File: src/rtl/core/qhp_pkg.sv
package qhp_pkg;

    typedef logic [3:0] phase_t;

    localparam phase_t PH_FIRST   = 4'd0;
    localparam phase_t PH_VERSION = 4'd1;
    localparam phase_t PH_DCIL    = 4'd2;
    localparam phase_t PH_DCID    = 4'd3;
    localparam phase_t PH_SCIL    = 4'd4;
    localparam phase_t PH_SCID    = 4'd5;
    localparam phase_t PH_TOKLEN  = 4'd6;
    localparam phase_t PH_TOKEN   = 4'd7;
    localparam phase_t PH_PAYLEN  = 4'd8;
    localparam phase_t PH_DONE    = 4'd9;
    localparam phase_t PH_SHORT   = 4'd10;
    localparam phase_t PH_ERR     = 4'd11;

    localparam logic [2:0] ST_OK        = 3'd0;
    localparam logic [2:0] ST_TRUNCATED = 3'd1;
    localparam logic [2:0] ST_FIXED_BIT = 3'd2;
    localparam logic [2:0] ST_CID_LONG  = 3'd3;
    localparam logic [2:0] ST_OVERSIZE  = 3'd4;

    localparam logic [1:0] LT_INITIAL   = 2'd0;
    localparam logic [1:0] LT_RETRY     = 2'd3;
    localparam logic [2:0] KIND_SHORT   = 3'd4;

    localparam logic [16:0] END_SAT          = 17'h1FFFF;
    localparam logic [16:0] VERSION_END      = 17'd5;
    localparam logic [15:0] LONG_MIN_LEN     = 16'd7;
    localparam logic [4:0]  SHORT_DCID_RESET = 5'd8;

endpackage

File: src/rtl/core/quic_header_parser.sv
// Parses the header of a QUIC packet presented one byte per request, with
// last_byte set on the final byte, and gives one result per packet. A byte
// can be accepted in every clock cycle: each byte updates the registered parse
// state when accepted, and the result is registered and appears in the cycle
// after the last byte is accepted. While a result waits and out_ready is low, no
// byte is accepted; with out_ready high the result is taken and the next
// byte accepted in the same cycle. short_dcid_len may be written only
// between packets.
module quic_header_parser
    import qhp_pkg::*;
#(
    parameter int MAX_CID_LEN    = 20,
    parameter int MAX_PACKET_LEN = 65535
)
(
    input  logic        clk,
    input  logic        rst_n,
    input  logic        in_valid,
    output logic        in_ready,
    input  logic [7:0]  data_byte,
    input  logic        last_byte,
    input  logic        cfg_we,
    input  logic [4:0]  cfg_wdata,
    output logic        out_valid,
    input  logic        out_ready,
    output logic [2:0]  status,
    output logic [2:0]  packet_kind,
    output logic [4:0]  dest_cid_len,
    output logic [4:0]  src_cid_len,
    output logic [15:0] header_length
);

    localparam int CidW = $clog2(MAX_CID_LEN + 1);

    logic [15:0]     pos_reg, pos_next;
    phase_t          phase_reg, phase_next;
    logic [1:0]      type_reg, type_next;
    logic [CidW-1:0] dcid_reg, dcid_next;
    logic [CidW-1:0] scid_reg, scid_next;
    logic [16:0]     vlo_reg, vlo_next;
    logic            vbig_reg, vbig_next;
    logic [2:0]      vleft_reg, vleft_next;
    logic [16:0]     fend_reg, fend_next;
    logic [2:0]      err_reg, err_next;
    logic [4:0]      sdl_reg;

    logic            out_valid_reg;
    logic [2:0]      status_reg, status_next;
    logic [2:0]      kind_reg, kind_next;
    logic [4:0]      dlen_reg, dlen_next;
    logic [4:0]      slen_reg, slen_next;
    logic [15:0]     hlen_reg, hlen_next;

    logic            accept;
    logic            oversize;
    logic [15:0]     np;
    logic            v_done;
    logic [17:0]     tok_sum;
    logic [16:0]     tok_end;
    logic [15:0]     short_len;
    logic [CidW+4:0] dcid_ext;
    logic [CidW+4:0] scid_ext;

    function automatic phase_t after_scid(input logic [1:0] t);
        phase_t p;
        begin
            if (t == LT_RETRY) begin
                p = PH_DONE;
            end
            else if (t == LT_INITIAL) begin
                p = PH_TOKLEN;
            end
            else begin
                p = PH_PAYLEN;
            end
            return p;
        end
    endfunction

    assign in_ready = !out_valid_reg || out_ready;
    assign accept   = in_valid && in_ready;
    assign oversize = pos_reg >= 16'(MAX_PACKET_LEN);
    assign np       = oversize ? pos_reg : pos_reg + 16'd1;

    // Varint byte: the value is kept to 17 bits with a sticky flag for more.
    always_comb
    begin
        if (vleft_reg == 3'd0) begin
            vlo_next   = {11'd0, data_byte[5:0]};
            vbig_next  = 1'b0;
            vleft_next = 3'((4'd1 << data_byte[7:6]) - 4'd1);
            v_done     = data_byte[7:6] == 2'd0;
        end
        else begin
            vlo_next   = {vlo_reg[8:0], data_byte};
            vbig_next  = vbig_reg || (vlo_reg[16:9] != 8'd0);
            vleft_next = vleft_reg - 3'd1;
            v_done     = vleft_reg == 3'd1;
        end
    end

    assign tok_sum = {2'b00, np} + {1'b0, vlo_next};
    assign tok_end = (vbig_next || tok_sum > {1'b0, END_SAT}) ? END_SAT : tok_sum[16:0];

    always_comb
    begin
        phase_next = phase_reg;
        type_next  = type_reg;
        dcid_next  = dcid_reg;
        scid_next  = scid_reg;
        fend_next  = fend_reg;
        err_next   = err_reg;
        pos_next   = np;
        if (oversize) begin
            err_next   = ST_OVERSIZE;
            phase_next = PH_ERR;
        end
        else begin
            case (phase_reg)
                PH_FIRST:
                begin
                    type_next = data_byte[5:4];
                    if (!data_byte[6]) begin
                        err_next   = ST_FIXED_BIT;
                        phase_next = PH_ERR;
                    end
                    else if (data_byte[7]) begin
                        phase_next = PH_VERSION;
                        fend_next  = VERSION_END;
                    end
                    else begin
                        phase_next = PH_SHORT;
                    end
                end
                PH_VERSION:
                begin
                    if ({1'b0, np} == fend_reg) begin
                        phase_next = PH_DCIL;
                    end
                end
                PH_DCID:
                begin
                    if ({1'b0, np} == fend_reg) begin
                        phase_next = PH_SCIL;
                    end
                end
                PH_SCID:
                begin
                    if ({1'b0, np} == fend_reg) begin
                        phase_next = after_scid(type_reg);
                    end
                end
                PH_TOKEN:
                begin
                    if ({1'b0, np} == fend_reg) begin
                        phase_next = PH_PAYLEN;
                    end
                end
                PH_DCIL:
                begin
                    if (data_byte > 8'(MAX_CID_LEN)) begin
                        err_next   = ST_CID_LONG;
                        phase_next = PH_ERR;
                    end
                    else begin
                        dcid_next  = CidW'(data_byte);
                        fend_next  = {1'b0, np} + {9'd0, data_byte};
                        phase_next = (data_byte == 8'd0) ? PH_SCIL : PH_DCID;
                    end
                end
                PH_SCIL:
                begin
                    if (data_byte > 8'(MAX_CID_LEN)) begin
                        err_next   = ST_CID_LONG;
                        phase_next = PH_ERR;
                    end
                    else begin
                        scid_next  = CidW'(data_byte);
                        fend_next  = {1'b0, np} + {9'd0, data_byte};
                        phase_next = (data_byte == 8'd0) ? after_scid(type_reg) : PH_SCID;
                    end
                end
                PH_TOKLEN:
                begin
                    if (v_done) begin
                        fend_next = tok_end;
                        if (vlo_next == 17'd0 && !vbig_next) begin
                            phase_next = PH_PAYLEN;
                        end
                        else begin
                            phase_next = PH_TOKEN;
                        end
                    end
                end
                PH_PAYLEN:
                begin
                    if (v_done) begin
                        fend_next  = {1'b0, np};
                        phase_next = PH_DONE;
                    end
                end
                default:
                begin
                end
            endcase
        end
    end

    assign short_len = {11'd0, sdl_reg} + 16'd1;
    assign dcid_ext  = {5'd0, dcid_next};
    assign scid_ext  = {5'd0, scid_next};

    always_comb
    begin
        status_next = ST_OK;
        kind_next   = 3'd0;
        dlen_next   = 5'd0;
        slen_next   = 5'd0;
        hlen_next   = 16'd0;
        if (err_next == ST_OVERSIZE) begin
            status_next = ST_OVERSIZE;
        end
        else if (phase_next == PH_SHORT) begin
            if (np < short_len) begin
                status_next = ST_TRUNCATED;
            end
            else begin
                kind_next = KIND_SHORT;
                dlen_next = sdl_reg;
                hlen_next = short_len;
            end
        end
        else if (phase_next == PH_ERR) begin
            if (err_next == ST_CID_LONG && np < LONG_MIN_LEN) begin
                status_next = ST_TRUNCATED;
            end
            else begin
                status_next = err_next;
            end
        end
        else if (np < LONG_MIN_LEN || phase_next != PH_DONE) begin
            status_next = ST_TRUNCATED;
        end
        else begin
            kind_next = {1'b0, type_next};
            dlen_next = dcid_ext[4:0];
            slen_next = scid_ext[4:0];
            hlen_next = fend_next[15:0];
        end
    end

    always_ff @(posedge clk or negedge rst_n)
    begin
        if (!rst_n) begin
            pos_reg   <= 16'd0;
            phase_reg <= PH_FIRST;
            type_reg  <= 2'd0;
            dcid_reg  <= '0;
            scid_reg  <= '0;
            vlo_reg   <= 17'd0;
            vbig_reg  <= 1'b0;
            vleft_reg <= 3'd0;
            fend_reg  <= 17'd0;
            err_reg   <= ST_OK;
        end
        else if (accept) begin
            if (last_byte) begin
                pos_reg   <= 16'd0;
                phase_reg <= PH_FIRST;
                type_reg  <= 2'd0;
                dcid_reg  <= '0;
                scid_reg  <= '0;
                vlo_reg   <= 17'd0;
                vbig_reg  <= 1'b0;
                vleft_reg <= 3'd0;
                fend_reg  <= 17'd0;
                err_reg   <= ST_OK;
            end
            else begin
                pos_reg   <= pos_next;
                phase_reg <= phase_next;
                type_reg  <= type_next;
                dcid_reg  <= dcid_next;
                scid_reg  <= scid_next;
                fend_reg  <= fend_next;
                err_reg   <= err_next;
                if (!oversize && (phase_reg == PH_TOKLEN || phase_reg == PH_PAYLEN)) begin
                    vlo_reg   <= vlo_next;
                    vbig_reg  <= vbig_next;
                    vleft_reg <= vleft_next;
                end
            end
        end
    end

    always_ff @(posedge clk or negedge rst_n)
    begin
        if (!rst_n) begin
            sdl_reg <= SHORT_DCID_RESET;
        end
        else if (cfg_we) begin
            sdl_reg <= cfg_wdata;
        end
    end

    always_ff @(posedge clk or negedge rst_n)
    begin
        if (!rst_n) begin
            out_valid_reg <= 1'b0;
        end
        else if (accept && last_byte) begin
            out_valid_reg <= 1'b1;
        end
        else if (out_ready) begin
            out_valid_reg <= 1'b0;
        end
    end

    always_ff @(posedge clk)
    begin
        if (accept && last_byte) begin
            status_reg <= status_next;
            kind_reg   <= kind_next;
            dlen_reg   <= dlen_next;
            slen_reg   <= slen_next;
            hlen_reg   <= hlen_next;
        end
    end

    assign out_valid     = out_valid_reg;
    assign status        = status_reg;
    assign packet_kind   = kind_reg;
    assign dest_cid_len  = dlen_reg;
    assign src_cid_len   = slen_reg;
    assign header_length = hlen_reg;

`ifndef SYNTHESIS
    a_error_fields_zero: assert property (@(posedge clk) disable iff (!rst_n)
        out_valid_reg && status_reg != ST_OK |->
            kind_reg == 3'd0 && dlen_reg == 5'd0 && slen_reg == 5'd0 && hlen_reg == 16'd0)
        else $error("Failed result carries non-zero fields.");

    a_result_follows_last: assert property (@(posedge clk) disable iff (!rst_n)
        accept && last_byte |=> out_valid_reg)
        else $error("No result after the last byte of a packet.");

    a_state_cleared: assert property (@(posedge clk) disable iff (!rst_n)
        accept && last_byte |=> phase_reg == PH_FIRST && pos_reg == 16'd0 && err_reg == ST_OK)
        else $error("Parse state not cleared after a packet.");

    a_short_no_scid: assert property (@(posedge clk) disable iff (!rst_n)
        out_valid_reg && status_reg == ST_OK && kind_reg == KIND_SHORT |-> slen_reg == 5'd0)
        else $error("Short header result reports a source connection id.");
`endif

endmodule

File: config.mk
export PLATFORM = sky130hd
export DESIGN_NAME = quic_header_parser
export DESIGN_NICKNAME = d
export VERILOG_FILES = /design/src/rtl/core/qhp_pkg.sv /design/src/rtl/core/quic_header_parser.sv
export SDC_FILE = /design/constraint.sdc
export NUM_CORES = 1
export LEC_CHECK = 0
export ABC_AREA = 1
export BUFFER_PORTS_ARGS = -buffer_cell sky130_fd_sc_hd__buf_4
export CORE_AREA = 2 2 128 118
export DETAILED_ROUTE_END_ITERATION = 12
export DIE_AREA = 0 0 130 120
export GPL_TIMING_DRIVEN = 1
export PLACE_DENSITY = 0.78
export RECOVER_POWER = 50
export SYNTH_ARGS = -nofsm -noshare
export SYNTH_HDL_FRONTEND = slang
export SYNTH_SLANG_ARGS = --single-unit
File: constraint.sdc
create_clock -name clk -period 4.1 [get_ports clk]
set_input_delay 0.41 -clock clk [delete_from_list [all_inputs] [get_ports clk]]
set_output_delay 0.41 -clock clk [all_outputs]
set_load 0.03 [all_outputs]
==> flow_summary.ini <==
[route]
drtIter0Drc = 1104
antenna_left = 0
dr_wl_met3_mm = 3.46
drt-total-wl_mm = 27.5
drt_first_pass_iters = 8
vias = 8922
avgViaCountPerCell = 5.95
wire_per_inst_um = 18.4
met2WireLength_mm = 11.7
wirelength_met1_mm = 11.6
drcViolationCount = 0
highest_layer = met4

[worst_setup_path]
max_stage_delay_ns = 0.41
cp_max_fo = 11
worstSetupStartpoint = pos_reg[0]
crit_top_cell = nand2_1
critPathKind = reg -> reg
path_cells = ha_2 > nand2_2 > nor2_4 > nand2_4 > inv_2 > nand2_4 > nand2_1 > nand2_1 > inv_1 > ha_1 > fa_2 > nand4_1 > nand3_2 > a21oi_1 > or2_2 > a21oi_4 > nand2_1 > nor2_1 > inv_1 > a31oi_1 > nand2_1 > o21ai_0 > nor2_2
worstPathArrival_ns = 3.94
crit_path_start_kind = flip-flop
cpMaxStageDelayCell = dfrtp_1
cp.required_ns = 4.21
cp-end-kind = flip-flop
r2r_start = pos_reg[0]

[clock_tree]
numCtsBuffers = 9
clk_latency_ns = 0.37
cts.htree.levels = 3
cts-root-buf = clkbuf_16
path_clk_slew_ns = 0.08
clock_sinks = 111
cts-hold-fix-buffers = 0
cts_tree = built
clockBufferDepth = 2

[synthesis]
synth_edf_count = 32
synthTopCellsByCount = nand2_1 (303), inv_1 (175), nor2_1 (130)
synth-async-reset-ratio = 0.712
ys_top_cells_by_area = dfrtp_1 (23%), nand2_1 (13%), edfxtp_1 (11%)
synthCells = 1229
yosysSeqAreaShare = 0.349
synth_top_cell_by_area = dfrtp_1
avgSynthCellArea_um2 = 6.86
synthFlopType = dfrtp_1
synth_warnings = 0
syn_area_um2 = 8430
ys_ff_latch = 111
synth_cell_types = 50
synth_nets = 1273
synth.most_common_cell = nand2_1
synth_top_area_share = 0.232

[sta]
worst-slew-pin-transition_ns = 2.28
fmax_mhz = 261
slew_headroom = -0.522
whs_ns = 0.249
worst_clock_skew_ns = 0.00625
slew_violations = 41
fin_crit_sh = 0.933
finalCriticalPeriod_ns = 3.83
finalSetupViolCount = 0
hold_viol = 0

[status]
violations = capacitance limit, slew limit
status = finished, violations left

[final_layout]
regArea_um2 = 2940
final_core_util = 0.659
synthToLayoutAreaGrowth_pct = 12.1
design_area_um2 = 9450
fin_nets = 1341
n_fill_cell = 1353
antenna-diode-count = 0
multi_input_comb_area_um2 = 4710
drive_above_1_share = 0.106

[grt]
antenna_found_initial = 0
grt_overflow = 0
grt_pass1_vias = 8107
grt_max_degree = 41
track_usage = 0.358
grt_pass1_wl_mm = 42.7

[place]
place_hpwl_mm = 20.8
place_congestion = 1.07
portBuffers = 52
dpl-instance-area_um2 = 9150

[floorplanning]
io_pins = 53
core-area_um2 = 14300
dieHeight_um = 120
fp-row-count = 42
start_util = 0.587
dieArea_um2 = 15600
die_w_um = 130

[power]
leakage_nw = 4.50
ir_worst_vdd_mv = 0.303
power.density_nw_per_um2 = 548

[min_path]
hp-start = cfg_wdata[4]
min_path_type = in -> reg

[job]
drv_cap = 1
power by group:
part | internal [mW] | leakage [nW] | total, mW | switching, mW
Sequential | 1.32 | 1.38 | 1.49 | 0.172
Combinational | 0.854 | 2.99 | 2.81 | 1.95
Clock | 0.438 | 0.134 | 0.884 | 0.445
area by class of cell:
cell class                      instances  area share
Timing Repair Buffer                   91      0.0621
Inverter                              181      0.0719
Clock buffer                           10      0.0253
Sequential cell                       111       0.311
Clock inverter                          6     0.00543
Multi-Input combinational cell        903       0.498
Tap cell                              198      0.0262
routing by layer:
layer	GRT usage	vias to the layer above
met4	0.107	0
met3	0.0941	55
met1	0.524	4132
met2	0.519	522
li1	-	4213
met5	0	-
critical path: cells and delay by family (launching register included):
kind                     cells  cell delay (ns)
flip-flops                   1             0.41
AO/OA/AOI/OAI                4             0.54
adder cells (fa/ha/maj)      3             0.72
AND/OR/NAND/NOR             13             1.64
buffers and inverters        3             0.27
metrics by stage:
step                setup WS [ns]  setup TNS [ns]  std cells  total power [mW]
finish                      0.273               0       1500              5.18
global route              -0.0158         -0.0320       1500              5.53
CTS                        0.0594               0       1493              5.08
detailed placement         0.0738               0       1477              4.19
global placement            0.125               0       1477              4.18
floorplan                   0.547               0       1229              3.44
cell families after synthesis:
family,count (synthesis),synth area share
buf+inv,216,0.102
xor+xnor,21,0.0218
simple gates,630,0.333
fa+ha+maj,25,0.0380
compound gates,226,0.156
flops,111,0.349
timing repair:
action | 4_1_cts | 5_1_grt
hold endpoints to repair | 0 | 0
endpoints found under the setup margin | 0 | 35
gates resized for setup | 0 | 16
buffers inserted | 0 | 6
worst paths after layout:
check	end	slack, ns	cells after the start
worst min-delay path	sdl_reg[4]	0.25	3
max in group asynchronous	vlo_reg[8]	1.38	2
worst max-delay path	header_length[12]	0.27	23
min in group asynchronous	sdl_reg[4]	0.71	1
worst max register to register	header_length[12]	0.27	23
worst min register to register	scid_reg[4]	0.49	2
cell usage in the layout, fill, tap and decap left out, drive strengths merged, types with 5 or more instances in the layout:
cell	count
nand2	319
inv	181
nor2	153
nand3	101
o21ai	89
dfrtp	78
buf	55
a21oi	49
clkbuf	46
o22ai	42
edfxtp	32
nand4	25
ha	24
nor3	17
xor2	12
a31oi	10
xnor2	9
nand3b	8
o211ai	6
a311oi	5
Power figures use the tool's default switching activity.
